==> config.mk <==
export PLATFORM = sky130hd
export DESIGN_NAME = oxygen_cell_reply_parser
export DESIGN_NICKNAME = d
export VERILOG_FILES = /design/src/rtl/core/ocrp_pkg.sv /design/src/rtl/core/ocrp_front.sv /design/src/rtl/core/ocrp_queue.sv /design/src/rtl/core/ocrp_back.sv /design/src/rtl/core/oxygen_cell_reply_parser.sv
export SDC_FILE = /design/constraint.sdc
export NUM_CORES = 1
export LEC_CHECK = 0
export BUFFER_PORTS_ARGS = -buffer_cell sky130_fd_sc_hd__clkbuf_2
export CAP_MARGIN = 15
export CORE_ASPECT_RATIO = 1.1
export CORE_UTILIZATION = 60
export DETAILED_ROUTE_END_ITERATION = 8
export PLACE_DENSITY = 0.8
export SLEW_MARGIN = 0
export SYNTH_ARGS = -nofsm -noshare
export SYNTH_HDL_FRONTEND = slang
export SYNTH_SLANG_ARGS = --single-unit
export TNS_END_PERCENT = 20
==> constraint.sdc <==
create_clock -name clock -period 9.8 [get_ports clock]
set_input_delay 1.96 -clock clock [delete_from_list [all_inputs] [get_ports clock]]
set_output_delay 1.96 -clock clock [all_outputs]
set_load 0.05 [all_outputs]
==> src/rtl/core/ocrp_pkg.sv <==
// Shared types and constants for the oxygen cell reply parser.
`timescale 1ns / 1ps
package ocrp_pkg;
   localparam int LINE_BYTES    = 86;
   localparam int DETAIL_FIELDS = 8;
   localparam int SIMPLE_FIELDS = 3;
   localparam int CMD_LEN       = 5;
   localparam int LEN_W         = $clog2(LINE_BYTES);
   localparam int FIDX_W        = $clog2(DETAIL_FIELDS);
   localparam logic [15:0] FAIL_BITS = 16'h003E;
   localparam logic [15:0] WARN_BITS = 16'h01C1;

   localparam logic [7:0] CH_NUL   = 8'h00;
   localparam logic [7:0] CH_LF    = 8'h0A;
   localparam logic [7:0] CH_CR    = 8'h0D;
   localparam logic [7:0] CH_SPACE = 8'h20;
   localparam logic [7:0] CH_TAB   = 8'h09;
   localparam logic [7:0] CH_VT    = 8'h0B;
   localparam logic [7:0] CH_FF    = 8'h0C;
   localparam logic [7:0] CH_PLUS  = 8'h2B;
   localparam logic [7:0] CH_MINUS = 8'h2D;
   localparam logic [7:0] CH_ZERO  = 8'h30;
   localparam logic [7:0] CH_NINE  = 8'h39;

   typedef enum logic [1:0] {
      PH_SKIP = 2'd0,
      PH_LINE = 2'd1,
      PH_DONE = 2'd2
   } phase_type;

   typedef enum logic [1:0] {
      OP_NONE  = 2'd0,
      OP_FEED  = 2'd1,
      OP_CLOSE = 2'd2,
      OP_END   = 2'd3
   } op_type;

   typedef struct packed {
      op_type     op;
      logic [7:0] ch;
   } cmd_type;

   typedef enum logic [1:0] {
      ST_OK       = 2'd0,
      ST_DEGRADED = 2'd1,
      ST_FAIL     = 2'd2
   } status_type;

   function automatic logic [7:0] cmd_detail(input logic [2:0] p);
      logic [7:0] r;
      unique case (p)
         3'd0: r = 8'h23;
         3'd1: r = 8'h44;
         3'd2: r = 8'h52;
         3'd3: r = 8'h41;
         3'd4: r = 8'h57;
         default: r = 8'h00;
      endcase
      return r;
   endfunction

   function automatic logic [7:0] cmd_simple(input logic [2:0] p);
      logic [7:0] r;
      unique case (p)
         3'd0: r = 8'h23;
         3'd1: r = 8'h44;
         3'd2: r = 8'h4F;
         3'd3: r = 8'h58;
         3'd4: r = 8'h59;
         default: r = 8'h00;
      endcase
      return r;
   endfunction

   function automatic logic [1:0] status_of(input logic [31:0] w);
      logic [1:0] r;
      if ((w[15:0] & FAIL_BITS) != 16'd0) r = ST_FAIL;
      else if ((w[15:0] & WARN_BITS) != 16'd0) r = ST_DEGRADED;
      else if (w[15:0] != 16'd0) r = ST_FAIL;
      else r = ST_OK;
      return r;
   endfunction
endpackage

==> src/rtl/core/ocrp_front.sv <==
// Front end: line framing, turns raw beats into feed, close and end commands.
`timescale 1ns / 1ps
module ocrp_front
   import ocrp_pkg::*;
(
   input  logic        clock,
   input  logic        reset,
   input  logic        req_valid,
   output logic        req_stall,
   input  logic [7:0]  req_rx_byte,
   input  logic        req_reception_end,
   output logic        cmd_valid,
   output cmd_type     cmd,
   input  logic        cmd_full
);
   phase_type        phase_ff, phase_in;
   logic [LEN_W-1:0] len_ff, len_in;
   logic             take;
   logic             is_term;
   logic             is_junk;

   assign req_stall = cmd_full;
   assign take      = req_valid && !cmd_full;
   assign is_term   = req_rx_byte == CH_NUL || req_rx_byte == CH_CR || req_rx_byte == CH_LF;
   assign is_junk   = req_rx_byte == CH_NUL || req_rx_byte == CH_CR;

   always_comb begin
      phase_in  = phase_ff;
      len_in    = len_ff;
      cmd_valid = 1'b0;
      cmd.op    = OP_NONE;
      cmd.ch    = req_rx_byte;
      if (take) begin
         if (req_reception_end) begin
            cmd_valid = 1'b1;
            cmd.op    = OP_END;
            phase_in  = PH_SKIP;
            len_in    = '0;
         end else begin
            unique case (phase_ff)
               PH_SKIP: begin
                  if (is_junk && len_ff < LEN_W'(LINE_BYTES - 1)) begin
                     len_in = len_ff + 1'b1;
                  end else if (is_term) begin
                     cmd_valid = 1'b1;
                     cmd.op    = OP_CLOSE;
                     phase_in  = PH_DONE;
                  end else begin
                     cmd_valid = 1'b1;
                     cmd.op    = OP_FEED;
                     len_in    = LEN_W'(1);
                     phase_in  = PH_LINE;
                  end
               end
               PH_LINE: begin
                  cmd_valid = 1'b1;
                  if (is_term) begin
                     cmd.op   = OP_CLOSE;
                     phase_in = PH_DONE;
                  end else begin
                     cmd.op = OP_FEED;
                     len_in = len_ff + 1'b1;
                  end
               end
               default: begin
               end
            endcase
            if (phase_in == PH_LINE && len_in >= LEN_W'(LINE_BYTES - 1)) begin
               phase_in = PH_DONE;
            end
         end
      end
   end

   always_ff @(posedge clock) begin
      if (reset) begin
         phase_ff <= PH_SKIP;
         len_ff   <= '0;
      end else begin
         phase_ff <= phase_in;
         len_ff   <= len_in;
      end
   end
endmodule

==> src/rtl/core/ocrp_queue.sv <==
// Two-entry command queue between front and back ends.
`timescale 1ns / 1ps
module ocrp_queue
   import ocrp_pkg::*;
(
   input  logic    clock,
   input  logic    reset,
   input  logic    wr_valid,
   input  cmd_type wr_cmd,
   output logic    full,
   output logic    rd_valid,
   output cmd_type rd_cmd,
   input  logic    rd_take
);
   cmd_type    mem_ff [2];
   logic       wp_ff, rp_ff;
   logic [1:0] cnt_ff;
   logic       wr, rd;

   assign full     = cnt_ff == 2'd2;
   assign rd_valid = cnt_ff != 2'd0;
   assign rd_cmd   = mem_ff[rp_ff];
   assign wr       = wr_valid && !full;
   assign rd       = rd_take && rd_valid;

   always_ff @(posedge clock) begin
      if (wr) begin
         mem_ff[wp_ff] <= wr_cmd;
      end
   end

   always_ff @(posedge clock) begin
      if (reset) begin
         wp_ff  <= 1'b0;
         rp_ff  <= 1'b0;
         cnt_ff <= 2'd0;
      end else begin
         if (wr) wp_ff <= ~wp_ff;
         if (rd) rp_ff <= ~rp_ff;
         cnt_ff <= cnt_ff + {1'b0, wr} - {1'b0, rd};
      end
   end
endmodule

==> src/rtl/core/ocrp_back.sv <==
// Back end: tokenizer, command match, decimal accumulation and reply output.
`timescale 1ns / 1ps
module ocrp_back
   import ocrp_pkg::*;
(
   input  logic               clock,
   input  logic               reset,
   input  logic               cmd_valid,
   input  cmd_type            cmd,
   output logic               cmd_take,
   output logic               rsp_valid,
   input  logic               rsp_stall,
   output logic               rsp_parse_ok,
   output logic               rsp_reply_kind,
   output logic signed [31:0] rsp_raw_ppo2,
   output logic signed [31:0] rsp_temperature_dc,
   output logic signed [31:0] rsp_error_word,
   output logic signed [31:0] rsp_optical_phase,
   output logic signed [31:0] rsp_signal_intensity,
   output logic signed [31:0] rsp_ambient_level,
   output logic signed [31:0] rsp_pressure_reading,
   output logic signed [31:0] rsp_humidity_reading,
   output logic [1:0]         rsp_cell_status
);
   logic [3:0]  tok_ff, tok_in;
   logic        intok_ff, intok_in;
   logic [1:0]  match_ff, match_in;
   logic [2:0]  ccnt_ff, ccnt_in;
   logic [31:0] mag_ff, mag_in;
   logic        neg_ff, neg_in;
   logic        stop_ff, stop_in;
   logic        sat_ff, sat_in;
   logic [1:0]  stage_ff, stage_in;
   logic [31:0] fld_ff [DETAIL_FIELDS];
   logic        fld_we;
   logic [FIDX_W-1:0] fld_idx;
   logic [31:0] numval;
   logic        finish;
   logic [3:0]  tok_f;
   logic [1:0]  match_f;
   logic        is_digit;
   logic [35:0] mul;
   logic        out_free;
   logic        ov_ff;
   logic        ok_ff, kind_ff;
   logic [31:0] o_ff [DETAIL_FIELDS];
   logic [1:0]  st_ff;
   logic        do_end;
   logic        det_ok, sim_ok;

   assign out_free = !ov_ff || !rsp_stall;
   assign cmd_take = cmd_valid && (cmd.op != OP_END || out_free);
   assign do_end   = cmd_valid && cmd.op == OP_END && out_free;
   assign is_digit = cmd.ch >= CH_ZERO && cmd.ch <= CH_NINE;
   assign mul      = {4'd0, mag_ff} * 36'd10 + {32'd0, cmd.ch[3:0]};

   always_comb begin
      if (neg_ff) numval = sat_ff ? 32'h8000_0000 : 32'd0 - mag_ff;
      else numval = (sat_ff || mag_ff[31]) ? 32'h7FFF_FFFF : mag_ff;
   end

   // finish_token: token closes on space, terminator or end
   always_comb begin
      tok_in   = tok_ff;
      intok_in = intok_ff;
      match_in = match_ff;
      ccnt_in  = ccnt_ff;
      mag_in   = mag_ff;
      neg_in   = neg_ff;
      stop_in  = stop_ff;
      sat_in   = sat_ff;
      stage_in = stage_ff;
      fld_we   = 1'b0;
      fld_idx  = FIDX_W'(tok_ff - 4'd1);
      finish   = 1'b0;
      if (cmd_take && (cmd.op == OP_CLOSE || cmd.op == OP_END ||
                       (cmd.op == OP_FEED && cmd.ch == CH_SPACE))) begin
         finish = intok_ff;
      end
      tok_f   = tok_ff;
      match_f = match_ff;
      if (finish) begin
         intok_in = 1'b0;
         if (tok_ff == 4'd0) begin
            if (ccnt_ff != 3'(CMD_LEN)) match_f = 2'b00;
         end else if (tok_ff <= 4'(DETAIL_FIELDS)) begin
            fld_we = 1'b1;
         end
         if (tok_ff < 4'd15) tok_f = tok_ff + 4'd1;
      end
      tok_in   = tok_f;
      match_in = match_f;
      if (cmd_take && cmd.op == OP_FEED && cmd.ch != CH_SPACE) begin
         if (!intok_ff) begin
            intok_in = 1'b1;
            mag_in   = '0;
            neg_in   = 1'b0;
            stop_in  = 1'b0;
            sat_in   = 1'b0;
            stage_in = 2'd0;
         end else begin
            mag_in   = mag_ff;
            neg_in   = neg_ff;
            stop_in  = stop_ff;
            sat_in   = sat_ff;
            stage_in = stage_ff;
         end
         if (tok_ff == 4'd0) begin
            if (ccnt_ff < 3'(CMD_LEN)) begin
               if (cmd.ch != cmd_detail(ccnt_ff)) match_in[0] = 1'b0;
               if (cmd.ch != cmd_simple(ccnt_ff)) match_in[1] = 1'b0;
            end else begin
               match_in = 2'b00;
            end
            if (ccnt_ff < 3'd7) ccnt_in = ccnt_ff + 3'd1;
         end else if (tok_ff <= 4'(DETAIL_FIELDS) && !(intok_ff && stop_ff)) begin
            if (is_digit) begin
               if (!intok_ff) begin
                  mag_in = {28'd0, cmd.ch[3:0]};
               end else if (mul > 36'h0_8000_0000) begin
                  sat_in = 1'b1;
                  mag_in = 32'h8000_0000;
               end else begin
                  mag_in = mul[31:0];
               end
               stage_in = 2'd2;
            end else if ((!intok_ff || stage_ff == 2'd0) &&
                         (cmd.ch == CH_TAB || cmd.ch == CH_VT || cmd.ch == CH_FF)) begin
               stage_in = 2'd0;
            end else if ((!intok_ff || stage_ff == 2'd0) &&
                         (cmd.ch == CH_PLUS || cmd.ch == CH_MINUS)) begin
               neg_in   = cmd.ch == CH_MINUS;
               stage_in = 2'd1;
            end else begin
               stop_in = 1'b1;
            end
         end
      end
      if (do_end) begin
         tok_in   = '0;
         intok_in = 1'b0;
         match_in = 2'b11;
         ccnt_in  = '0;
         mag_in   = '0;
         neg_in   = 1'b0;
         stop_in  = 1'b0;
         sat_in   = 1'b0;
         stage_in = 2'd0;
      end
   end

   assign det_ok = match_f[0] && tok_f >= 4'(1 + DETAIL_FIELDS);
   assign sim_ok = match_f[1] && tok_f >= 4'(1 + SIMPLE_FIELDS);

   always_ff @(posedge clock) begin
      if (fld_we) fld_ff[fld_idx] <= numval;
   end

   always_ff @(posedge clock) begin
      if (do_end) begin
         for (int i = 0; i < DETAIL_FIELDS; i++) o_ff[i] <= '0;
         ok_ff   <= 1'b0;
         kind_ff <= 1'b0;
         st_ff   <= ST_OK;
         if (det_ok) begin
            ok_ff <= 1'b1;
            for (int i = 0; i < DETAIL_FIELDS; i++) begin
               o_ff[i] <= (fld_we && fld_idx == FIDX_W'(i)) ? numval : fld_ff[i];
            end
            st_ff <= status_of((fld_we && fld_idx == FIDX_W'(2)) ? numval : fld_ff[2]);
         end else if (sim_ok) begin
            ok_ff   <= 1'b1;
            kind_ff <= 1'b1;
            o_ff[0] <= (fld_we && fld_idx == FIDX_W'(0)) ? numval : fld_ff[0];
            o_ff[1] <= (fld_we && fld_idx == FIDX_W'(1)) ? numval : fld_ff[1];
            st_ff   <= status_of((fld_we && fld_idx == FIDX_W'(2)) ? numval : fld_ff[2]);
         end
      end
   end

   always_ff @(posedge clock) begin
      if (reset) begin
         tok_ff   <= '0;
         intok_ff <= 1'b0;
         match_ff <= 2'b11;
         ccnt_ff  <= '0;
         mag_ff   <= '0;
         neg_ff   <= 1'b0;
         stop_ff  <= 1'b0;
         sat_ff   <= 1'b0;
         stage_ff <= 2'd0;
         ov_ff    <= 1'b0;
      end else begin
         tok_ff   <= tok_in;
         intok_ff <= intok_in;
         match_ff <= match_in;
         ccnt_ff  <= ccnt_in;
         mag_ff   <= mag_in;
         neg_ff   <= neg_in;
         stop_ff  <= stop_in;
         sat_ff   <= sat_in;
         stage_ff <= stage_in;
         if (do_end) ov_ff <= 1'b1;
         else if (!rsp_stall) ov_ff <= 1'b0;
      end
   end

   assign rsp_valid            = ov_ff;
   assign rsp_parse_ok         = ok_ff;
   assign rsp_reply_kind       = kind_ff;
   assign rsp_raw_ppo2         = o_ff[0];
   assign rsp_temperature_dc   = o_ff[1];
   assign rsp_error_word       = o_ff[2];
   assign rsp_optical_phase    = o_ff[3];
   assign rsp_signal_intensity = o_ff[4];
   assign rsp_ambient_level    = o_ff[5];
   assign rsp_pressure_reading = o_ff[6];
   assign rsp_humidity_reading = o_ff[7];
   assign rsp_cell_status      = st_ff;
endmodule

==> src/rtl/core/oxygen_cell_reply_parser.sv <==
// Top level of the oxygen cell reply parser.
//   channel  dir  handshake          beat
//   req_     in   req_valid/stall    one byte or a reception end
//   rsp_     out  rsp_valid/stall    one parsed reading per reception
// One beat per cycle sustained while unstalled; the front frames the line, a
// two-entry queue decouples it from the tokenizer, which accumulates digits in one
// multiply-add per byte. With the queue empty, the end beat passes a queue entry,
// then sets the registered reading. Reset is synchronous and clears all control
// state. Stall on rsp_ holds the reading and backs up through the queue to req_.
`timescale 1ns / 1ps
module oxygen_cell_reply_parser
   import ocrp_pkg::*;
(
   input  logic               clock,
   input  logic               reset,
   input  logic               req_valid,
   output logic               req_stall,
   input  logic [7:0]         req_rx_byte,
   input  logic               req_reception_end,
   output logic               rsp_valid,
   input  logic               rsp_stall,
   output logic               rsp_parse_ok,
   output logic               rsp_reply_kind,
   output logic signed [31:0] rsp_raw_ppo2,
   output logic signed [31:0] rsp_temperature_dc,
   output logic signed [31:0] rsp_error_word,
   output logic signed [31:0] rsp_optical_phase,
   output logic signed [31:0] rsp_signal_intensity,
   output logic signed [31:0] rsp_ambient_level,
   output logic signed [31:0] rsp_pressure_reading,
   output logic signed [31:0] rsp_humidity_reading,
   output logic [1:0]         rsp_cell_status
);
   logic    f_valid, q_full, q_valid, q_take;
   cmd_type f_cmd, q_cmd;

   ocrp_front u_front (
      .clock, .reset, .req_valid, .req_stall, .req_rx_byte, .req_reception_end,
      .cmd_valid(f_valid), .cmd(f_cmd), .cmd_full(q_full)
   );

   ocrp_queue u_queue (
      .clock, .reset, .wr_valid(f_valid), .wr_cmd(f_cmd), .full(q_full),
      .rd_valid(q_valid), .rd_cmd(q_cmd), .rd_take(q_take)
   );

   ocrp_back u_back (
      .clock, .reset, .cmd_valid(q_valid), .cmd(q_cmd), .cmd_take(q_take),
      .rsp_valid, .rsp_stall, .rsp_parse_ok, .rsp_reply_kind, .rsp_raw_ppo2,
      .rsp_temperature_dc, .rsp_error_word, .rsp_optical_phase,
      .rsp_signal_intensity, .rsp_ambient_level, .rsp_pressure_reading,
      .rsp_humidity_reading, .rsp_cell_status
   );
endmodule

-- After elaboration in Yosys (flattened, before gate mapping)
Memories as Yosys holds them, arrays and structs flattened. A register that Yosys moved wholly into a read port is not among the register bits.
Cells that the tools add are included.
Widths: inputs -> output; s select.
- magnitude comparators: 11
- multiply operators: 1
- add/subtract/negate cells: 8
- mux-type cells: 121
- equality and inequality tests: 31
- reductions and logical operators: 55
- bitwise operators: 12
- operator list (cell ; count):
    $mux 32 ; 27
    $pmux 7 s5 ; 2
    $mux 2 ; 27
    $mux 8 ; 6
    $reduce_bool 16->1 ; 3
    $mux 1 ; 47
    $mux 7 ; 6
    $eq 8x4->1 const B ; 5
    $add 36x4->36 ; 1
    $gt 36x32->1 const B ; 1
    $mul 32x3->35 const B ; 1
    $sub 1x32->32 const A ; 1
    $logic_and 1x1->1 ; 27
    $eq 8x6->1 const B ; 3
    $ne 8x8->1 ; 2
    $eq 3x3->1 const B ; 5
    $pmux 7 s2 ; 1
    $eq 3x2->1 const B ; 4
    $logic_or 1x1->1 ; 11
    $or 1x1->1 ; 10
    $ge 8x6->1 const B ; 1
    $le 8x6->1 const B ; 1
    $logic_not 8->1 ; 1
    $mux 4 ; 2
    other kinds (30) ; 44
- bits in writable memories: 532
- memories kept: 3
- flip-flop bits (word level): 65
- input bits: 13
- memory list (memory ; words ; bits a word ; rd ports ; clocked after Yosys merged registers in ; write ports ; RTL line ; RTL):
    u_back.fld_ff ; 8 ; 32 ; 8 ; 0 ; 1 ; ocrp_back.sv:34 ; logic [31:0] fld_ff [DETAIL_FIELDS];
    u_back.o_ff ; 8 ; 32 ; 8 ; 0 ; 8 ; ocrp_back.sv:46 ; logic [31:0] o_ff [DETAIL_FIELDS];
    u_queue.mem_ff ; 2 ; 10 ; 1 ; 1 ; 1 ; ocrp_queue.sv:15 ; cmd_type mem_ff [2];

-- Longest topological paths before layout
- depth after elaboration: 15
- gate-level depth with buffers: 20
- gate-level depth less buffers: 18

-- Modules after synthesis
Synthesis repeated with hierarchy kept, for this count alone.
- cells, all modules: 2563
- area total of the unflattened synthesis: 27865.5 µm²
- modules (own cells, without submodules) (module ; cells an instance ; times used ; area each (µm²)):
    ocrp_back ; 2363 ; 1 ; 25886.1
    ocrp_front ; 142 ; 1 ; 1024.7
    ocrp_queue ; 58 ; 1 ; 954.7

-- Worst setup path after synthesis
Ideal clock, no wire load.
- kind: input to register
- start point: in rsp_stall
- end point: mem u_back.o_ff[0][29], data pin
- path buffers: 2
- setup slack: 2.124 ns
- stages: 7
- library setup time: 0.147 ns
- required time: 9.653 ns
- arrival: 7.528 ns
- cell sequence: nand2_1 -> nand2b_1 -> clkbuf_1 -> inv_1 -> nand2_1 -> clkbuf_1 -> a21oi_1
- RTL lines (item ; RTL line ; RTL):
    start, declared ; oxygen_cell_reply_parser.sv:21 ; input logic rsp_stall,
    end, declared ; ocrp_back.sv:46 ;

==> impl_metrics.yaml <==
critical_path:
  crit_type: "flop to flop"
  ff2ff_setup_slack_ps: 2700
  cp_top_family: "compound AO/OA/AOI/OAI gates"
  crit_slowest_cell: "a21oi_4"
  slowest_delay_ps: 830
  reg2reg_depth: 16
  crit_chain: "mux2i_1 > clkinv_1 > ha_1 > a21o_1 > a21oi_1 > nor4_1 > o2111ai_1 > a2111oi_2 > nand3_1 > nor4_1 > xnor2_1 > nand4b_1 > a2111o_1 > a21oi_4 > or4b_1 > a21oi_1"
  end_kind: "flop"
  crit_buf_inv: 1
  critPathLaunchType: "flop"
  critPathArrivalTime_ps: 7620
  crit_end: "u_back.mag_ff[4]$_SDFFE_PP0P_"
  r2r-end: "u_back.mag_ff[4]$_SDFFE_PP0P_"
  worstPathRequired_ps: 10320
  critical_path_depth: 16
  cp_max_fo: 35
timing:
  holdWs_ps: 454
  setup_violations: 0
  rsz0062_at_grt: "false"
  worst_pin_slew_ps: 1220
  hold_viol: 0
  skew_ps: 14.7
  min_period_over_period_pct: 72.4
  post-route-min-period_ps: 7100
  fin_tns_setup_ps: 0
  drv_slew: 0
  timing.fmax_mhz: 141
  finalWorstSetupSlack_ps: 2700
  relSlewSlack_pct: 17.9
cts:
  cts_root_buf: "clkbuf_16"
  cts_buffers: 56
  ctsHoldBuffers: 0
  clkSinkCount: 598
  clkTransAtPathRegs_ps: 60
  clk-insertion-delay-late_ps: 610
  htree_levels: 2
  cts_resized: 0
  clk_path_buf_depth: 3
  cts_tree: "yes"
  cts_setup_buffers: 0
global_routing:
  overflow: 0
  antenna_found_initial: 1
  track_usage_pct: 31.4
  grt_pass1_vias: 20800
  grt_pass1_wl_mm: 116
  grt_max_degree: 111
die:
  die-area_um2: 47200
  pin_count: 275
  die_x_um: 207
  initial_utilization_pct: 60.9
  std_cell_rows: 82
  coreArea_um2: 45700
  die_y_um: 228
placement:
  hpwl_mm: 49.5
  port-buffer-count: 274
  placedInstanceArea_um2: 29800
  gp_congestion: 0.934
  pre_cts_ws_ps: 2900
synth:
  synthesis.nets: 2681
  synth_edf_count: 472
  async_flop_share_pct: 0
  ys_ff_latch: 598
  synth_common_cells: "nand2_1, edfxtp_1, a21oi_1, nor2_1, clkbuf_1"
  synth_top_area_share_pct: 50.9
  ys_top_cells_by_area: "edfxtp_1, dfxtp_1, nand2_1"
  avgSynthCellArea_um2: 10.8
  ys.flop_type: "edfxtp_1"
  synth_cells: 2588
  synth.distinct_cells: 89
  synth_warnings: 0
  synth_area_um2: 27800
  synth_area_leader_cell: "edfxtp_1"
  yosys.cell_count.top_type: "nand2_1"
  yosysSeqAreaShare_pct: 60.0
final_layout:
  multi_input_area_um2: 10400
  drive_gt1_share_pct: 15.9
  postLayoutCoreUtil_pct: 69.2
  n_antenna_cell: 0
  regArea_um2: 16700
  fill_cells: 3249
  nNetsFinal: 2910
  fin_area_um2: 31600
  syn2layout_area_growth_pct: 13.6
drt:
  wl_per_cell_um: 21.8
  drt-met1-wl_mm: 29.5
  first_pass_iters: 6
  dr_total_vias: 21700
  routed.top_layer: "met4"
  routed_wl_mm: 75.2
  routed-wl-met2_mm: 35.6
  ant_nets: 0
  drt-initial-drc-count: 2563
  wl_met3_mm: 6.86
  route.detailed.drc: 0
  vias_per_cell: 6.30
min_path:
  whs_path_depth: 2
  worstHoldPathType: "flop to flop"
  hold_path.startpoint: "u_back.o_ff[1][79]$_SDFFE_PP0P_"
power_and_ir_drop:
  irDropWorstVdd_uv: 169
  power.leakage_nw: 12.3
  p_per_area_nw_per_um2: 205
outcome:
  outcome: "finished clean"
job:
  maxCapViolCount: 0
==> worst min-delay path, stage by stage, from the launching register on <==
cell	delay (ps)
dfxtp_1	320
nand2_1	50
o31ai_1	50
==> layout by cell type (no fill, tap or decap), types with 8 or more instances in the layout <==
cell type / instances
a211oi_1: 21
a21o_1: 12
a21oi_1: 301
a22oi_1: 14
a31oi_1: 24
a32oi_1: 20
and2_1: 19
and3_1: 14
buf_4: 49
clkbuf_1: 12
clkbuf_16: 56
clkbuf_2: 274
clkinv_1: 18
clkinv_2: 8
dfxtp_1: 126
edfxtp_1: 472
ha_1: 78
inv_1: 44
mux2i_1: 60
nand2_1: 480
nand2b_1: 10
nand3_1: 33
nand4_1: 16
nor2_1: 205
nor2b_1: 10
nor3_1: 40
nor4_1: 20
o211ai_1: 13
o21a_1: 13
o21ai_0: 93
o21ai_1: 10
o22a_1: 16
o31ai_1: 35
or2_2: 9
or3_1: 17
or4_1: 8
xnor2_1: 44
xor2_1: 14
==> metrics by stage <==
stage / instances / power (mW)
finish: 3451 / 6.48
global route: 3451 / 6.67
CTS: 3449 / 6.49
detailed placement: 3345 / 4.41
global placement: 3345 / 4.38
floorplan: 2588 / 4.04
==> how the worst min path moves through the flow <==
stage                                                  end  slack [ps]
after floorplan              u_back.match_ff[1]$_SDFF_PP1_         430
after global placement    u_back.o_ff[1][112]$_SDFFE_PP0P_         440
after detailed placement   u_back.o_ff[1][79]$_SDFFE_PP0P_         440
after CTS                  u_back.o_ff[1][79]$_SDFFE_PP0P_         450
after global routing       u_back.o_ff[1][79]$_SDFFE_PP0P_         480
final                      u_back.o_ff[1][79]$_SDFFE_PP0P_         450
==> registers in the layout, indices dropped and copies added (netlist names), 2 cells and up, named ones only <==
name / count
u_back.o_ff: 256
u_back.stage_ff: 2
u_back.fld_ff: 256
u_back.ccnt_ff: 3
u_back.tok_ff: 4
u_back.match_ff: 2
u_queue.mem_ff: 20
u_back.mag_ff: 32
u_front.phase_ff: 2
u_queue.cnt_ff: 2
u_front.len_ff: 7
u_back.rsp_cell_status: 2
==> power by group <==
part / leakage [nW] / switching (mW) / total, mW / internal [mW]
clock network: 0.859 / 0.928 / 2.10 / 1.17
logic: 6.08 / 1.05 / 1.30 / 0.249
registers: 5.40 / 0.0827 / 3.08 / 3.00
==> logic make-up after synthesis <==
logic type	share of synthesized area [%]
compound gates	14.8
xor+xnor	1.83
fa+ha+maj	3.65
buf+inv	2.77
flops	60.0
mux	2.44
simple gates	14.5
==> area by class of cell <==
cell class,instances,share of cell area (%)
Timing Repair Buffer,325,5.64
Inverter,48,0.594
Sequential cell,598,52.8
Tap cell,588,2.33
Clock buffer,70,4.66
Clock inverter,34,0.938
Multi-Input combinational cell,1788,33.0
==> metal layers <==
layer  vias up  GRT usage [%]
met4         0           15.1
met1     10300           41.6
met5         -              0
met2      1263           51.1
li1       9937              -
met3       198           4.64
No activity file was read; power rests on OpenSTA's default activity.
